## src/design/ikin_sqrt.sv

```systemverilog
// ----------------------------------------------------------------------------
// ikin_sqrt: pipelined integer square root
// One cell per result bit; each cell does one trial subtract and hands the
// remainder and partial root to the next cell.
// ----------------------------------------------------------------------------
module ikin_sqrt #(
   parameter int VAL_W  = 48,
   parameter int SIDE_W = 1
) (
   input  logic                clock,
   input  logic                reset,
   input  logic                en,
   input  logic                in_valid,
   input  logic [VAL_W-1:0]    in_value,
   input  logic [SIDE_W-1:0]   in_side,
   output logic                out_valid,
   output logic [VAL_W/2-1:0]  out_root,
   output logic [SIDE_W-1:0]   out_side
);
   localparam int STEPS = VAL_W / 2;

   wire [VAL_W-1:0]  val_w  [0:STEPS];
   wire [VAL_W-1:0]  root_w [0:STEPS];
   wire [SIDE_W-1:0] side_w [0:STEPS];
   wire              vld_w  [0:STEPS];

   assign val_w[0]  = in_value;
   assign root_w[0] = '0;
   assign side_w[0] = in_side;
   assign vld_w[0]  = in_valid;

   for (genvar k = 0; k < STEPS; k++) begin : g_cell
      localparam logic [VAL_W-1:0] BIT = {{(VAL_W-1){1'b0}}, 1'b1} << (VAL_W - 2 - 2 * k);
      logic [VAL_W-1:0]  val_ff, val_in, root_ff, root_in;
      logic [SIDE_W-1:0] side_ff;
      logic              vld_ff;
      logic [VAL_W:0]    trial;

      always_comb begin
         trial = {1'b0, root_w[k]} + {1'b0, BIT};
         if ({1'b0, val_w[k]} >= trial) begin
            val_in  = val_w[k] - trial[VAL_W-1:0];
            root_in = (root_w[k] >> 1) + BIT;
         end else begin
            val_in  = val_w[k];
            root_in = root_w[k] >> 1;
         end
      end

      always_ff @(posedge clock) begin
         if (reset) begin
            vld_ff <= 1'b0;
         end else if (en) begin
            vld_ff <= vld_w[k];
         end
         if (en) begin
            val_ff  <= val_in;
            root_ff <= root_in;
            side_ff <= side_w[k];
         end
      end

      assign val_w[k+1]  = val_ff;
      assign root_w[k+1] = root_ff;
      assign side_w[k+1] = side_ff;
      assign vld_w[k+1]  = vld_ff;
   end

   assign out_valid = vld_w[STEPS];
   assign out_root  = root_w[STEPS][VAL_W/2-1:0];
   assign out_side  = side_w[STEPS];

endmodule

```

## config.mk

```make
export PLATFORM = sky130hd
export DESIGN_NAME = ikin_sqrt
export DESIGN_NICKNAME = d
export VERILOG_FILES = /design/src/design/ikin_sqrt.sv
export SDC_FILE = /design/constraint.sdc
export NUM_CORES = 2
export LEC_CHECK = 0
export BUFFER_PORTS_ARGS = -buffer_cell sky130_fd_sc_hd__buf_2
export CELL_PAD_IN_SITES_DETAIL_PLACEMENT = 0
export CELL_PAD_IN_SITES_GLOBAL_PLACEMENT = 1
export CORE_ASPECT_RATIO = 1.4
export CORE_UTILIZATION = 25
export CTS_CLUSTER_SIZE = 16
export DETAILED_ROUTE_END_ITERATION = 6
export GPL_TIMING_DRIVEN = 0
export PLACE_DENSITY = 0.41
export SLEW_MARGIN = 20
export SYNTH_ARGS = -nofsm -noshare
export SYNTH_HDL_FRONTEND = slang
export SYNTH_SLANG_ARGS = --single-unit
```

## constraint.sdc

```tcl
create_clock -name clock -period 7.9 [get_ports clock]
set_input_delay 0 -clock clock [delete_from_list [all_inputs] [get_ports clock]]
set_output_delay 0 -clock clock [all_outputs]
set_load 0.005 [all_outputs]
```

## After elaboration in Yosys (flattened, before gate mapping)

Cells that the tools add are included.

- Add/subtract/negate cells: 69
- Order comparisons: 24
- Muxes and demuxes: 47

Operator list:

| cell | number |
|---|---|
| $ge A48 B49 Y1 | 23 |
| $mux W48 | 23 |
| $mux W47 | 23 |
| $sub A48 B48 Y48 | 22 |
| $add A48 B1 Y49 const B | 1 |
| $add A48 B11 Y49 const B | 1 |
| $add A48 B13 Y49 const B | 1 |
| $add A48 B15 Y49 const B | 1 |
| $add A48 B17 Y49 const B | 1 |
| $add A48 B19 Y49 const B | 1 |
| $add A48 B21 Y49 const B | 1 |
| $add A48 B23 Y49 const B | 1 |
| $add A48 B25 Y49 const B | 1 |
| $add A48 B27 Y49 const B | 1 |
| $add A48 B29 Y49 const B | 1 |
| $add A48 B3 Y49 const B | 1 |
| $add A48 B31 Y49 const B | 1 |
| $add A48 B33 Y49 const B | 1 |
| $add A48 B35 Y49 const B | 1 |
| $add A48 B37 Y49 const B | 1 |
| $add A48 B39 Y49 const B | 1 |
| $add A48 B41 Y49 const B | 1 |
| $add A48 B43 Y49 const B | 1 |
| $add A48 B45 Y49 const B | 1 |
| other kinds (29) | 29 |

- Bits in registers: 2280
- Input port bits: 53
- Output and inout bits: 26
- Word-level logic and storage cells: 257

## Depth between registers and ports, before layout

- Word-level depth: 3
- Depth in mapped cells: 13
- Gate-level depth less buffers: 11

## Worst setup path after synthesis

OpenSTA, ideal clock, no wires.

- Kind: register to register
- Start point: register g_cell[20].val_ff[26]
- End point: register g_cell[21].val_ff[17] (data pin)
- Library setup time: 0.262 ns
- Arrival time: 2.979 ns
- Required time: 7.638 ns
- Slack: 4.659 ns
- Stages on the path, launching flop included: 10
- Path buffers: 2
- Period minus slack after synthesis: 3.241 ns
- Cell sequence: edfxtp_1 > ha_1 > a2111oi_0 > nand3b_1 > or4_1 > a211oi_1 > a21o_1 > buf_2 > buf_2 > o21ai_0

- Cells in the longest elaborated chain, start to end: 2

Ends and longest elaborated chain:

| what | RTL line | RTL |
|---|---|---|
| start: declaration | 34 | `logic [VAL_W-1:0] val_ff, val_in, root_ff, root_in;` |
| start signal: assignment | 57 | `val_ff <= val_in;` |
| $ge A48 B49 Y1 | 41 | `if ({1'b0, val_w[k]} >= trial) begin` |
| $mux W48 | 41 |  |
| named net g_cell[21].val_in[17] | 34 |  |
| end signal: assignment | 57 |  |
| end: declaration | 34 |  |

The timed path passes the listed nets, and every way through them passes these cells.
A chain may end at the register's enable or synchronous reset.

## Final worst setup path

- Start point: register g_cell[15].val_ff[16]
- End point: register g_cell[16].val_ff[47] (data pin)

- Cells in the longest elaborated chain, start to end: 2
- Elaborated cells on any way between the ends: 3
- Classes of those cells: 1 x add/sub; 1 x order compare; 1 x mux

Ends and longest elaborated chain:

| what | RTL line |
|---|---|
| start: declaration | 34 |
| start signal: assignment | 57 |
| $sub A48 B48 Y48 or $ge A48 B49 Y1 (tied branches) | 42, 41 |
| $mux W48 (*) | 41 |
| named net g_cell[16].val_in[47] | 34 |
| end signal: assignment | 57 |
| end: declaration | 34 |

The timed path passes the listed nets; every way through them passes the cells marked *.

==> metrics.md <==
| Metric | Value |
|---|---|
| DR pass1 iterations | `6` |
| RR Startpoint | `g_cell[15].val_ff[16]$_DFFE_PP_` |
| Post-Synthesis Cells | `between 5000 and 6000` |
| GRT met2 Usage | `around a third` |
| Placer congestion estimate | `around 0.85` |
| Synth Cell Area | `~69000 um2` |
| DP Wirelength | `approximately 160 mm` |
| Total GRT Usage | `roughly 14%` |
| Cell with the most instances after synthesis | `edfxtp_1` |
| Vias per cell | `around 4.4` |
| Post-CTS Resized | `0` |
| Multiplexer area fraction after synthesis | `approximately 1.2%` |
| Vias | `around 42000` |
| Iteration-0 DRC Markers | `around 1700` |
| Wirelength, routed | `about 200 mm` |
| Library cells used by synthesis | `89` |
| Rows | `approximately 230` |
| Worst Skew | `roughly 0.088 ns` |
| Async set-reset flop share out of synthesis | `0%` |
| Mapped Avg Cell Area | `12.79 um2` |
| Placed Area | `between 70000 and 80000 um2` |
| Slew Viols, Final | `0` |
| CTS Buf Count | `about 170` |
| Ys Warns | `0` |
| Clock-pin slew on the worst setup and hold paths | `0.06 ns` |
| Pwr/cell area | `approximately 270 nW/um2` |
| Crit start category | `flip-flop` |
| Synth Register Bits | `1452` |
| Met3 Usage GRT | `between 1.5 and 2%` |
| Die Area | `277200 um2` |
| CTS tree | `done` |
| Crit path arrival time | `5.70 ns` |
| Min-delay src | `in_value[46]` |
| Synth area leaders | `edfxtp_1, ha_1, xor2_1, xnor2_1, inv_1` |
| WHS Endpoint | `g_cell[0].val_ff[46]$_DFFE_PP_` |
| Root Buffer Master | `clkbuf_16` |
| I/O pins | `approximately 80` |
| Worst slew margin | `between 20% and 30%` |
| Area Overhead vs Synth | `17.18%` |
| Leak | `approximately 29 nW` |
| Vias in the first global route | `approximately 46000` |
| Post-Synth Adder-Cell Area | `about 6%` |
| Layout cells sized above 1 | `a little under 8%` |
| Die X | `445.3 um` |
| Fin Setup TNS | `0 ns` |
| Worst-Margin Slew | `around 1.1 ns` |
| Register-to-register setup slack | `between 2 and 3 ns` |
| Post-synth EDFFs | `approximately 1400` |
| Clock Latency Late Sink | `0.86 ns` |
| Largest net degree at the start of global routing | `142` |
| Finished Cell Area | `slightly above 80000 um2` |
| Worst Hold Class | `in2reg` |
| Final hold viol count | `0` |
| DRC viols | `0` |
| WP data required | `~8.4 ns` |
| Grt peak-use layer | `met2` |
| Peak supply drop | `approximately 0.00019 V` |
| Setup violators final | `0` |
| Congestion Overflow GR | `0` |
| Crit path max fanout | `10` |
| Area fraction of the dominant cell type after synthesis | `slightly above 60%` |
| Post-synth top area cell | `edfxtp_1` |
| Routed Antenna Nets | `0` |
| Clock Sinks | `1452` |
| Area share of and/or/nand/nor cells after synthesis | `between 10% and 20%` |
| Core Box Area | `273200 um2` |
| Seq/Total Area, Yosys | `about 63%` |
| Crit Path Class | `reg2reg` |
| Max clock buf depth | `4` |
| Complex-gate fraction of the synthesized area | `just under 9%` |
| First-pass GRT wire length | `~300 mm` |
| Syn Nets | `5752` |
| CP endpoint kind | `flip-flop` |
| Xor/xnor cell area share of the yosys netlist | `between 6 and 7%` |
| Fin crit period | `between 5 and 6 ns` |
| Max cap viols | `0` |
| Prevailing post-synth register cell | `edfxtp_1` |
| Fmax | `between 150 and 200 MHz` |
| Reg2Reg Depth | `10` |
| Final net count | `just over 6000` |
| Most instantiated cells after synthesis | `edfxtp_1, inv_1, nor2_1` |
| Initial antenna violation count | `2` |
| Period utilization | `65.30%` |
| RSZ-0062 raised after global routing | `no` |
| Largest family of logic cells by synthesized area | `simple AND/OR/NAND/NOR gates` |
| H-tree depth | `4` |
| Fin cells | `roughly 9500` |
| Total power | `approximately 22 mW` |
| Routed length per instance | `~21 um` |
| Count of buffers from port buffering | `~80` |
| Die H | `between 600 and 700 um` |
| Dpl cells | `approximately 9100` |
| Hold depth | `4` |
| GR met1 Demand/Resource | `between 10% and 20%` |
| CP startpoint | `g_cell[15].val_ff[16]$_DFFE_PP_` |
| Reg2reg end | `g_cell[16].val_ff[47]$_DFFE_PP_` |
| Initial Utilization | `25.17%` |
| Run status | `complete, no violations` |
| Hold Slack | `roughly 0.094 ns` |
-- placed cells by master, fill, tap and decap left out, drive strengths merged, types with 73 or more instances in the layout --
master,netlist,layout
inv,406,410
nor3,172,172
nand3,73,73
nand4,82,82
dlygate4sd3,0,104
clkbuf,80,287
nor2,348,348
nand2,299,299
edfxtp,1428,1428
o21ai,245,245
nor4,194,194
ha,322,322
clkinv,1,75
a21oi,289,289
buf,22,123
xnor2,205,205
a21o,93,93
xor2,269,269
-- routing by layer --
layer | wire length (um) | vias to the layer above
met4 | 12860 | 0
met5 | 0 | -
met2 | 124700 | 590
met1 | 57660 | 20479
li1 | - | 20986
met3 | 4753 | 413
-- cell type report --
type                       count  area, um2
buffer                       102      399.1
clock buffer                 207       4499
multi-input combinational   3416      23600
fill                       27918     192700
antenna                        1      2.502
inverter                     407       1528
clock inverter                94      775.7
sequential                  1452      43360
tap                         3664       4584
timing repair buffer         205       1829
-- worst max-delay path, cell delays in order (launching register included) --
cell	delay (ns)
edfxtp_1	0.40
ha_1	0.38
o211ai_1	0.20
a2111oi_0	0.92
o31ai_1	0.46
nor3b_1	0.49
or3b_2	0.20
clkbuf_1	0.51
buf_1	0.83
o2111ai_1	0.26
xnor2_1	0.19
-- sequential cells by signal, indices dropped and copies added, names as in the netlist --
register        flops
g_cell.root_ff    300
g_cell.val_ff    1104
g_cell.side_ff     23
out_valid           1
out_side            1
g_cell.vld_ff      23
-- worst max path at each step --
stage / end / cells past startpoint
after global routing: g_cell[16].val_ff[47]$_DFFE_PP_ / 10
final: g_cell[16].val_ff[47]$_DFFE_PP_ / 10
after detailed placement: g_cell[17].val_ff[28]$_DFFE_PP_ / 10
after CTS: g_cell[17].val_ff[28]$_DFFE_PP_ / 10
after global placement: g_cell[22].root_ff[2]$_DFFE_PP_ / 1
after floorplan: g_cell[21].val_ff[17]$_DFFE_PP_ / 9
-- per-stage QoR --
step | worst slack (ns) | util, %
after floorplan | 4.659 | -
after detailed placement | 2.563 | 27.18
after CTS | 2.494 | 29.49
after global routing | 2.434 | 29.49
final | 2.742 | 29.49
after global placement | -17.46 | 26.99
-- report_power, final --
| part | internal, mW | switching, mW | total, mW |
|---|---|---|---|
| Sequential | 9.67 | 0.707 | 10.4 |
| Clock | 4.43 | 3.21 | 7.63 |
| Combinational | 1.63 | 2.49 | 4.12 |
| Total | 15.7 | 6.41 | 22.1 |
-- what timing repair did --
| item | in CTS | in global routing |
|---|---|---|
| buffers inserted | 0 | 0 |
| endpoints found under the hold margin | 189 | 0 |
| hold buffers | 104 | 0 |
-- logic make-up after synthesis --
group	Yosys count
fa+ha+maj	322
xor+xnor	474
flops	1452
buf+inv	509
simple gates	1572
mux	80
compound gates	968
Power figures use the tool's default switching activity.
