<file path="src/design/ikin_pkg.sv">
// ----------------------------------------------------------------------------
// ikin_pkg: shared types and constants
// Fixed-point widths, link length reset value, register indexes and the
// arctangent table used by the two-link inverse kinematics core.
// ----------------------------------------------------------------------------
package ikin_pkg;

   localparam int COORD_WIDTH       = 16;
   localparam int ANGLE_WIDTH_DEF   = 16;
   localparam int CORDIC_STAGES_DEF = 16;

   localparam int MAG_W     = COORD_WIDTH;
   localparam int SQ_W      = 2 * COORD_WIDTH;
   localparam int L3_W      = COORD_WIDTH + 8;
   localparam int ROOT_IN_W = 2 * L3_W;
   localparam int LEN_W     = 16;
   localparam int LP_W      = 2 * LEN_W;
   localparam int SUM_W     = LP_W + 1;
   localparam int PROD_A_W  = L3_W + LEN_W;
   localparam int DIV_A_W   = SUM_W + 9;
   localparam int DIV_B_W   = L3_W + 1;
   localparam int DIV_C_W   = SUM_W + 1;
   localparam int Q30_W     = 31;
   localparam int TRIG_W    = 2 * Q30_W;
   localparam int XY_W      = Q30_W + 3;
   localparam int Z_W       = Q30_W + 2;
   localparam int ANG_W     = Q30_W + 5;
   localparam int IN_DATA_W = ((2 * COORD_WIDTH + 7) / 8) * 8;

   localparam logic [LEN_W-1:0]  LEN_RESET   = 16'd2022;
   localparam logic [Q30_W-1:0]  Q30_ONE     = 31'h4000_0000;
   localparam logic [31:0]       PI_Q30      = 32'd3373259426;
   localparam logic [Z_W-1:0]    HALF_PI_Q30 = 33'd1686629713;

   localparam int CSR_ADDR_W = 1;
   localparam logic [CSR_ADDR_W-1:0] REG_UPPER_LEN = 1'b0;
   localparam logic [CSR_ADDR_W-1:0] REG_LOWER_LEN = 1'b1;

   typedef struct packed {
      logic [SQ_W-1:0]  l3s;
      logic [MAG_W-1:0] ay;
      logic             yneg;
   } root_side_type;

   function automatic logic [Q30_W-1:0] atan_q30(input int unsigned idx);
      logic [Q30_W-1:0] v;
      case (idx)
         0:  v = 31'h3243F6A8;
         1:  v = 31'h1DAC6705;
         2:  v = 31'h0FADBAFC;
         3:  v = 31'h07F56EA6;
         4:  v = 31'h03FEAB76;
         5:  v = 31'h01FFD55B;
         6:  v = 31'h00FFFAAA;
         7:  v = 31'h007FFF55;
         8:  v = 31'h003FFFEA;
         9:  v = 31'h001FFFFD;
         10: v = 31'h000FFFFF;
         11: v = 31'h0007FFFF;
         12: v = 31'h0003FFFF;
         13: v = 31'h0001FFFF;
         14: v = 31'h0000FFFF;
         15: v = 31'h00007FFF;
         16: v = 31'h00003FFF;
         17: v = 31'h00001FFF;
         18: v = 31'h00000FFF;
         19: v = 31'h000007FF;
         20: v = 31'h000003FF;
         21: v = 31'h000001FF;
         22: v = 31'h000000FF;
         23: v = 31'h0000007F;
         24: v = 31'h0000003F;
         25: v = 31'h0000001F;
         26: v = 31'h0000000F;
         27: v = 31'h00000008;
         28: v = 31'h00000004;
         29: v = 31'h00000002;
         30: v = 31'h00000001;
         default: v = '0;
      endcase
      return v;
   endfunction

endpackage

</file>
<file path="src/design/ikin_div.sv">
// ----------------------------------------------------------------------------
// ikin_div: pipelined fractional divider
// Restoring division, one quotient bit per cell, giving num / den in Q.30.
// A ratio of one or more returns exactly 1.0.
// ----------------------------------------------------------------------------
module ikin_div #(
   parameter int DIV_W  = 34,
   parameter int SIDE_W = 1
) (
   input  logic                        clock,
   input  logic                        reset,
   input  logic                        en,
   input  logic                        in_valid,
   input  logic [DIV_W-1:0]            in_num,
   input  logic [DIV_W-1:0]            in_den,
   input  logic [SIDE_W-1:0]           in_side,
   output logic                        out_valid,
   output logic [ikin_pkg::Q30_W-1:0]  out_quot,
   output logic [SIDE_W-1:0]           out_side
);
   import ikin_pkg::*;

   localparam int STEPS = Q30_W;

   wire [DIV_W-1:0]  rem_w  [0:STEPS];
   wire [DIV_W-1:0]  den_w  [0:STEPS];
   wire [Q30_W-1:0]  quot_w [0:STEPS];
   wire [SIDE_W-1:0] side_w [0:STEPS];
   wire              sat_w  [0:STEPS];
   wire              vld_w  [0:STEPS];

   assign rem_w[0]  = in_num;
   assign den_w[0]  = in_den;
   assign quot_w[0] = '0;
   assign side_w[0] = in_side;
   assign sat_w[0]  = in_num >= in_den;
   assign vld_w[0]  = in_valid;

   for (genvar k = 0; k < STEPS; k++) begin : g_cell
      logic [DIV_W-1:0]  rem_ff, rem_in, den_ff, diff;
      logic [Q30_W-1:0]  quot_ff, quot_in;
      logic [SIDE_W-1:0] side_ff;
      logic              sat_ff, vld_ff, take;

      always_comb begin
         take    = rem_w[k] >= den_w[k];
         diff    = take ? rem_w[k] - den_w[k] : rem_w[k];
         rem_in  = {diff[DIV_W-2:0], 1'b0};
         quot_in = {quot_w[k][Q30_W-2:0], take};
      end

      always_ff @(posedge clock) begin
         if (reset) begin
            vld_ff <= 1'b0;
         end else if (en) begin
            vld_ff <= vld_w[k];
         end
         if (en) begin
            rem_ff  <= rem_in;
            den_ff  <= den_w[k];
            quot_ff <= quot_in;
            side_ff <= side_w[k];
            sat_ff  <= sat_w[k];
         end
      end

      assign rem_w[k+1]  = rem_ff;
      assign den_w[k+1]  = den_ff;
      assign quot_w[k+1] = quot_ff;
      assign side_w[k+1] = side_ff;
      assign sat_w[k+1]  = sat_ff;
      assign vld_w[k+1]  = vld_ff;
   end

   assign out_valid = vld_w[STEPS];
   assign out_quot  = sat_w[STEPS] ? Q30_ONE : quot_w[STEPS];
   assign out_side  = side_w[STEPS];

endmodule

</file>
<file path="config.mk">
export PLATFORM = sky130hd
export DESIGN_NAME = ikin_div
export DESIGN_NICKNAME = d
export VERILOG_FILES = /design/src/design/ikin_pkg.sv /design/src/design/ikin_div.sv
export SDC_FILE = /design/constraint.sdc
export NUM_CORES = 2
export LEC_CHECK = 0
export BUFFER_PORTS_ARGS = -buffer_cell sky130_fd_sc_hd__buf_2
export CORE_MARGIN = 5
export CORE_UTILIZATION = 54
export DETAILED_ROUTE_END_ITERATION = 6
export GPL_TIMING_DRIVEN = 0
export PLACE_DENSITY = 0.72
export SYNTH_ARGS = -nofsm -noshare
export SYNTH_HDL_FRONTEND = slang
export SYNTH_SLANG_ARGS = --single-unit
</file>
<file path="constraint.sdc">
create_clock -name clock -period 4.1 [get_ports clock]
set_input_delay 0.41 -clock clock [delete_from_list [all_inputs] [get_ports clock]]
set_output_delay 0.41 -clock clock [all_outputs]
set_load 0.1 [all_outputs]
</file>
==> Yosys cells after proc, flatten, opt, wreduce, memory -nomap -nowiden <==
Index checks and enable logic that the tools add are counted.
{ "word_totals": {"latch_bits": 0, "regBits": 2598, "romBits": 0, "in_bits": 73, "memories": 0, "ram_bits": 0, "wordCells": 304} }
{ "classes": {"reduce_logical": 0, "bitwise": 0, "n_lt_le_gt_ge": 31, "n_mul": 0, "n_eq_ne": 0, "n_div": 0, "n_shift": 0, "addsub": 30, "mux": 31} }
{ "ops": {"columns": ["op", "n"], "rows": [
  ["$ge 34x34->1", 31],
  ["$mux 33", 30],
  ["$sub 33x33->33", 30],
  ["$mux 31", 1]
]} }

==> Depth between registers and ports, before layout <==
{ "logic_depth": {"word_depth": 2, "mapped_depth": 16, "ltp_nobuf": 15} }

==> Least setup slack after synthesis <==
OpenSTA, ideal clock, no wires.
{ "synth_path": {"kind": "input-to-reg", "start": "input port in_num[0]", "end": "register g_cell[0].rem_ff[16], data pin", "setup_ns": 0.260, "n_path_buf": 1, "arrival_time_ns": 3.584, "path_stages": 15, "required_time_ns": 3.840, "setup_slack_ns": 0.256, "path_cell_list": "inv_1 -> ha_1 -> inv_1 -> fa_1 -> a211oi_1 -> o21ai_0 -> and3b_1 -> a311oi_1 -> o31ai_1 -> o41ai_2 -> nor3_1 -> a211o_1 -> a21oi_2 -> buf_2 -> mux2_2"} }
{ "synth_via": {"elab_chain_len": 2, "elab_cells_between_ends": 3, "classes_between": "add/sub (1); order compare (1); mux (1)"} }
{ "synth_rtl": {"columns": ["item", "line_no", "rtl"], "rows": [
  ["start, declared", "ikin_div.sv:14", "input logic [DIV_W-1:0] in_num,"],
  ["$sub 33x33->33 / $ge 34x34->1 (equally long branches)", "ikin_div.sv:47, ikin_div.sv:46", null],
  ["$mux 33 *", "ikin_div.sv:47", "diff = take ? rem_w[k] - den_w[k] : rem_w[k];"],
  ["named net g_cell[0].diff[15]", "ikin_div.sv:40", "logic [DIV_W-1:0] rem_ff, rem_in, den_ff, diff;"],
  ["end signal, assigned", "ikin_div.sv:59", "rem_ff <= rem_in;"],
  ["end, declared", "ikin_div.sv:40", null]
]} }
The timed path passes the listed nets; every way through them passes the cells marked *.
A chain may end at the register's enable or synchronous reset.

==> Final worst setup path <==
{ "layout_path": {"start": "register g_cell[18].den_ff[9]", "end": "register g_cell[19].rem_ff[6], data pin"} }
{ "layout_via": {"elab_chain_len": 2} }
{ "layout_rtl": {"columns": ["item", "line_no", "rtl"], "rows": [
  ["start, declared", "ikin_div.sv:40", null],
  ["start signal, assigned", "ikin_div.sv:60", "den_ff <= den_w[k];"],
  ["$ge 34x34->1", "ikin_div.sv:46", "take = rem_w[k] >= den_w[k];"],
  ["$mux 33", "ikin_div.sv:47", null],
  ["named net g_cell[19].diff[5]", "ikin_div.sv:40", null],
  ["end signal, assigned", "ikin_div.sv:59", null],
  ["end, declared", "ikin_div.sv:40", null]
]} }
The timed path passes the listed nets, and every way through them passes these cells.

==> results.toml <==
[final_layout]
finalNetCount = 14113
layout-drive-gt1-share_pct = 9.33
final_cell_area_sq_um = 158000
syn_to_final_growth_pct = 11.9
final_cell_mix = "edfxtp_1, inv_1, a21oi_1"
final_common_cell = "edfxtp_1"

[setup_path]
cp-startpoint = "g_cell[18].den_ff[9]"
slowest_delay_ns = 0.43
worstPathRequired_ns = 4.71
rrSetupSlack_ns = 0.06
worstPathMaxFanout = 10
start_kind = "flip-flop"
path_cells = "inv_1, ha_1, clkbuf_1, a21oi_1, nor2b_1, o21ai_0, a211o_1, o21a_1, o211ai_1, a31oi_2, o31ai_2, a21o_2, buf_4, mux2_2"
cp-end-kind = "flip-flop"
path_depth = 14
slowest_stage = "edfxtp_1"
timing.rr.start = "g_cell[18].den_ff[9]"
cp_data_arrival_time_ns = 4.65
rr_endpoint = "g_cell[19].rem_ff[6]"
crit_type = "flip-flop to flip-flop"
critical_path_buf_inv_count = 3
reg2reg_depth = 14
endpoint = "g_cell[19].rem_ff[6]"
critPathTopFamily = "compound AO/OA/AOI/OAI gates"

[placement]
placed_area_sq_um = 146000
pre_cts_ws_ns = -1.30
dpl.hpwl_mm = 257
portBuffers = 105
place.gp.congestion = 0.951

[timing]
min_period_ns = 4.04
setup_viol = 0
fmax_mhz = 247
rsz0062_at_grt = "true"
tightestPinTransition_ns = 1.00
finalCritPeriodShare_pct = 98.6
max-slew-margin-rel_pct = 33.1
hold_violations = 0
setup_slack_ns = 0.0593
clock_skew_ns = 0.0337
slew_viol_final = 0

[floorplan]
die-area_sq_um = 272000
die_h_microns = 521
core_sq_um = 260000
rows = 187
initial_core_util_pct = 54.3
dieWidth_microns = 521
pin_count = 106

[clock_tree]
cts.htree.levels = 5
clock_path_buffers = 4
root_buffer = "clkbuf_16"
cts_tree = "yes"
clk_latency_ns = 0.90
clk_pin_slew_ns = 0.06
cts_buffers = 285
cts_num_sinks = 2568

[synth]
synth-compound-area-share_pct = 14.4
syn_area_sq_um = 141000
yosys.area.top_type_share_pct = 54.0
yosysTopAreaCell = "edfxtp_1"
synthSimpleGateAreaFrac_pct = 8.77
synthFlopType = "edfxtp_1"
synth-seq-cells = 2568
synth_async_sr_flop_share_pct = 0
yosysUniqueCellTypes = 91
synth_area_leaders = "edfxtp_1, ha_1, a21oi_1"
ys_warn_count = 0
synth_mux_area_share_pct = 3.03
synth_xor_area_share_pct = 5.32
synth_top_family_by_area = "compound AO/OA/AOI/OAI gates"
syn_avg_cell_area_sq_um = 11.4
synth_fa_ha_area_share_pct = 9.76
synth_edf_count = 2537
syn_nets = 13587
synth_cells = 12431
ys_seq_area_share_pct = 54.4

[drt]
routedWlPerCell_microns = 20.6
drc_errors = 2
dr.pass1.iters = 7
vias = 96720
drt_first_iter_violations = 8444
final_antenna_net_count = 0
drt_wl_total_mm = 344
post_drt_via_cell_ratio = 5.80

[job]
maxCapViolCount = 0

[power_and_ir_drop]
vdd_drop_max_mv = 0.585
power_leakage_nw = 65.1
p_per_area_nw_per_um2 = 794

[run_status]
violations = "DRC"
run_status = "finished, violations left"

[grt]
grt_pass1_wl_mm = 527
grt_max_degree = 198
antenna_found_initial = 6
grt_usage_pct = 24.5
gr-total-overflow = 0
grt_pass1_vias = 93842

[min_path]
worstHoldPathType = "input pin to flip-flop"
==> synthesized netlist by cell type (all sizes together), types with 181 or more instances <==
library cell and instances:
clkbuf 233, xnor2 487, a21o 512, nor2 734, a21oi 1118, inv 1293, nand2 826, ha 1053
o21ai 849, nand3 181, xor2 371, mux2 333, edfxtp 2537
==> flip-flops by register name (all words and copies together) (netlist names) <==
| register | flops |
|---|---|
| g_cell.vld_ff | 30 |
| out_valid | 1 |
| g_cell.side_ff | 30 |
| g_cell.den_ff | 1020 |
| g_cell.quot_ff | 466 |
| g_cell.sat_ff | 30 |
| out_side | 1 |
| g_cell.rem_ff | 990 |
==> what timing repair did <==
item / in CTS / in global routing
setup buffers: 14 / 36
setup endpoints to repair: 985 / 826
hold buffers: 74 / 1
resized for setup: 153 / 179
endpoints found under the hold margin: 109 / 1
pin swaps: 11 / 21
cloned: 2 / 0
==> logic make-up (layout without fill, tap and decap cells) <==
family | Yosys count | count (layout)
adder cells (fa/ha/maj) | 1083 | 1083
flip-flops | 2568 | 2568
AO/OA/AOI/OAI | 3320 | 3320
XOR/XNOR | 858 | 858
AND/OR/NAND/NOR | 2637 | 2637
multiplexers | 381 | 381
other | 0 | 2
buffers and inverters | 1584 | 2329
==> per-stage QoR <==
stage	total power, W	TNS [ns]	hold slack [ns]	cells	util [%]
floorplan	0.0819	0	0.400	12431	-
global placement	0.0984	-	0.401	16032	56.2
detailed placement	0.0976	-663.30	0.405	16047	56.3
CTS	0.125	0	-0.176	16639	60.5
global route	0.133	-0.177	0.0432	16673	60.7
finish	0.125	0	0.0550	16674	60.7
==> worst min path at each step <==
stage | start | slack [ns] | depth (start not counted) | end
after global routing | en | 0.04 | 1 | g_cell[8].den_ff[11]
after floorplan | g_cell[9].quot_ff[0] | 0.40 | 0 | g_cell[10].quot_ff[1]
after CTS | in_num[1] | -0.18 | 2 | g_cell[0].rem_ff[2]
after global placement | g_cell[17].quot_ff[15] | 0.40 | 0 | g_cell[18].quot_ff[16]
after detailed placement | g_cell[9].quot_ff[4] | 0.40 | 0 | g_cell[10].quot_ff[5]
final | in_num[1] | 0.06 | 3 | g_cell[0].rem_ff[2]
==> worst min-delay path: cells and delay by family <==
kind	cells	cell delay [ns]
buf+inv	1	0.12
mux	1	0.14
fa+ha+maj	1	0.16
==> layer usage <==
metal  global-route usage [%]  vias to the layer above  wire, microns
met5                        0                        -             11
met1                     32.0                    46885         144000
li1                         -                    46453              -
met2                     42.5                     2743         170000
met3                     2.91                      637          17700
met4                     8.01                        2          11900
==> report_power, final <==
| part | leakage [nW] | switching, W | internal, W | total (W) |
|---|---|---|---|---|
| Combinational | 35.5 | 0.0334 | 0.0239 | 0.0573 |
| Clock | 4.54 | 0.0106 | 0.0151 | 0.0257 |
| Sequential | 25.1 | 0.00434 | 0.0381 | 0.0424 |
| Total | 65.1 | 0.0484 | 0.0771 | 0.125 |
==> cell type report <==
cell class,count,area (sq um)
inverters,1293,4860
plain buffers,283,1390
fillers,20589,102000
multi-input cells,8279,59000
diodes,2,5.00
well taps,3496,4370
clock inverters,178,1920
repair buffers,247,2160
clock buffers,328,7390
flip-flops and latches,2568,76800
Power figures use the tool's default switching activity.
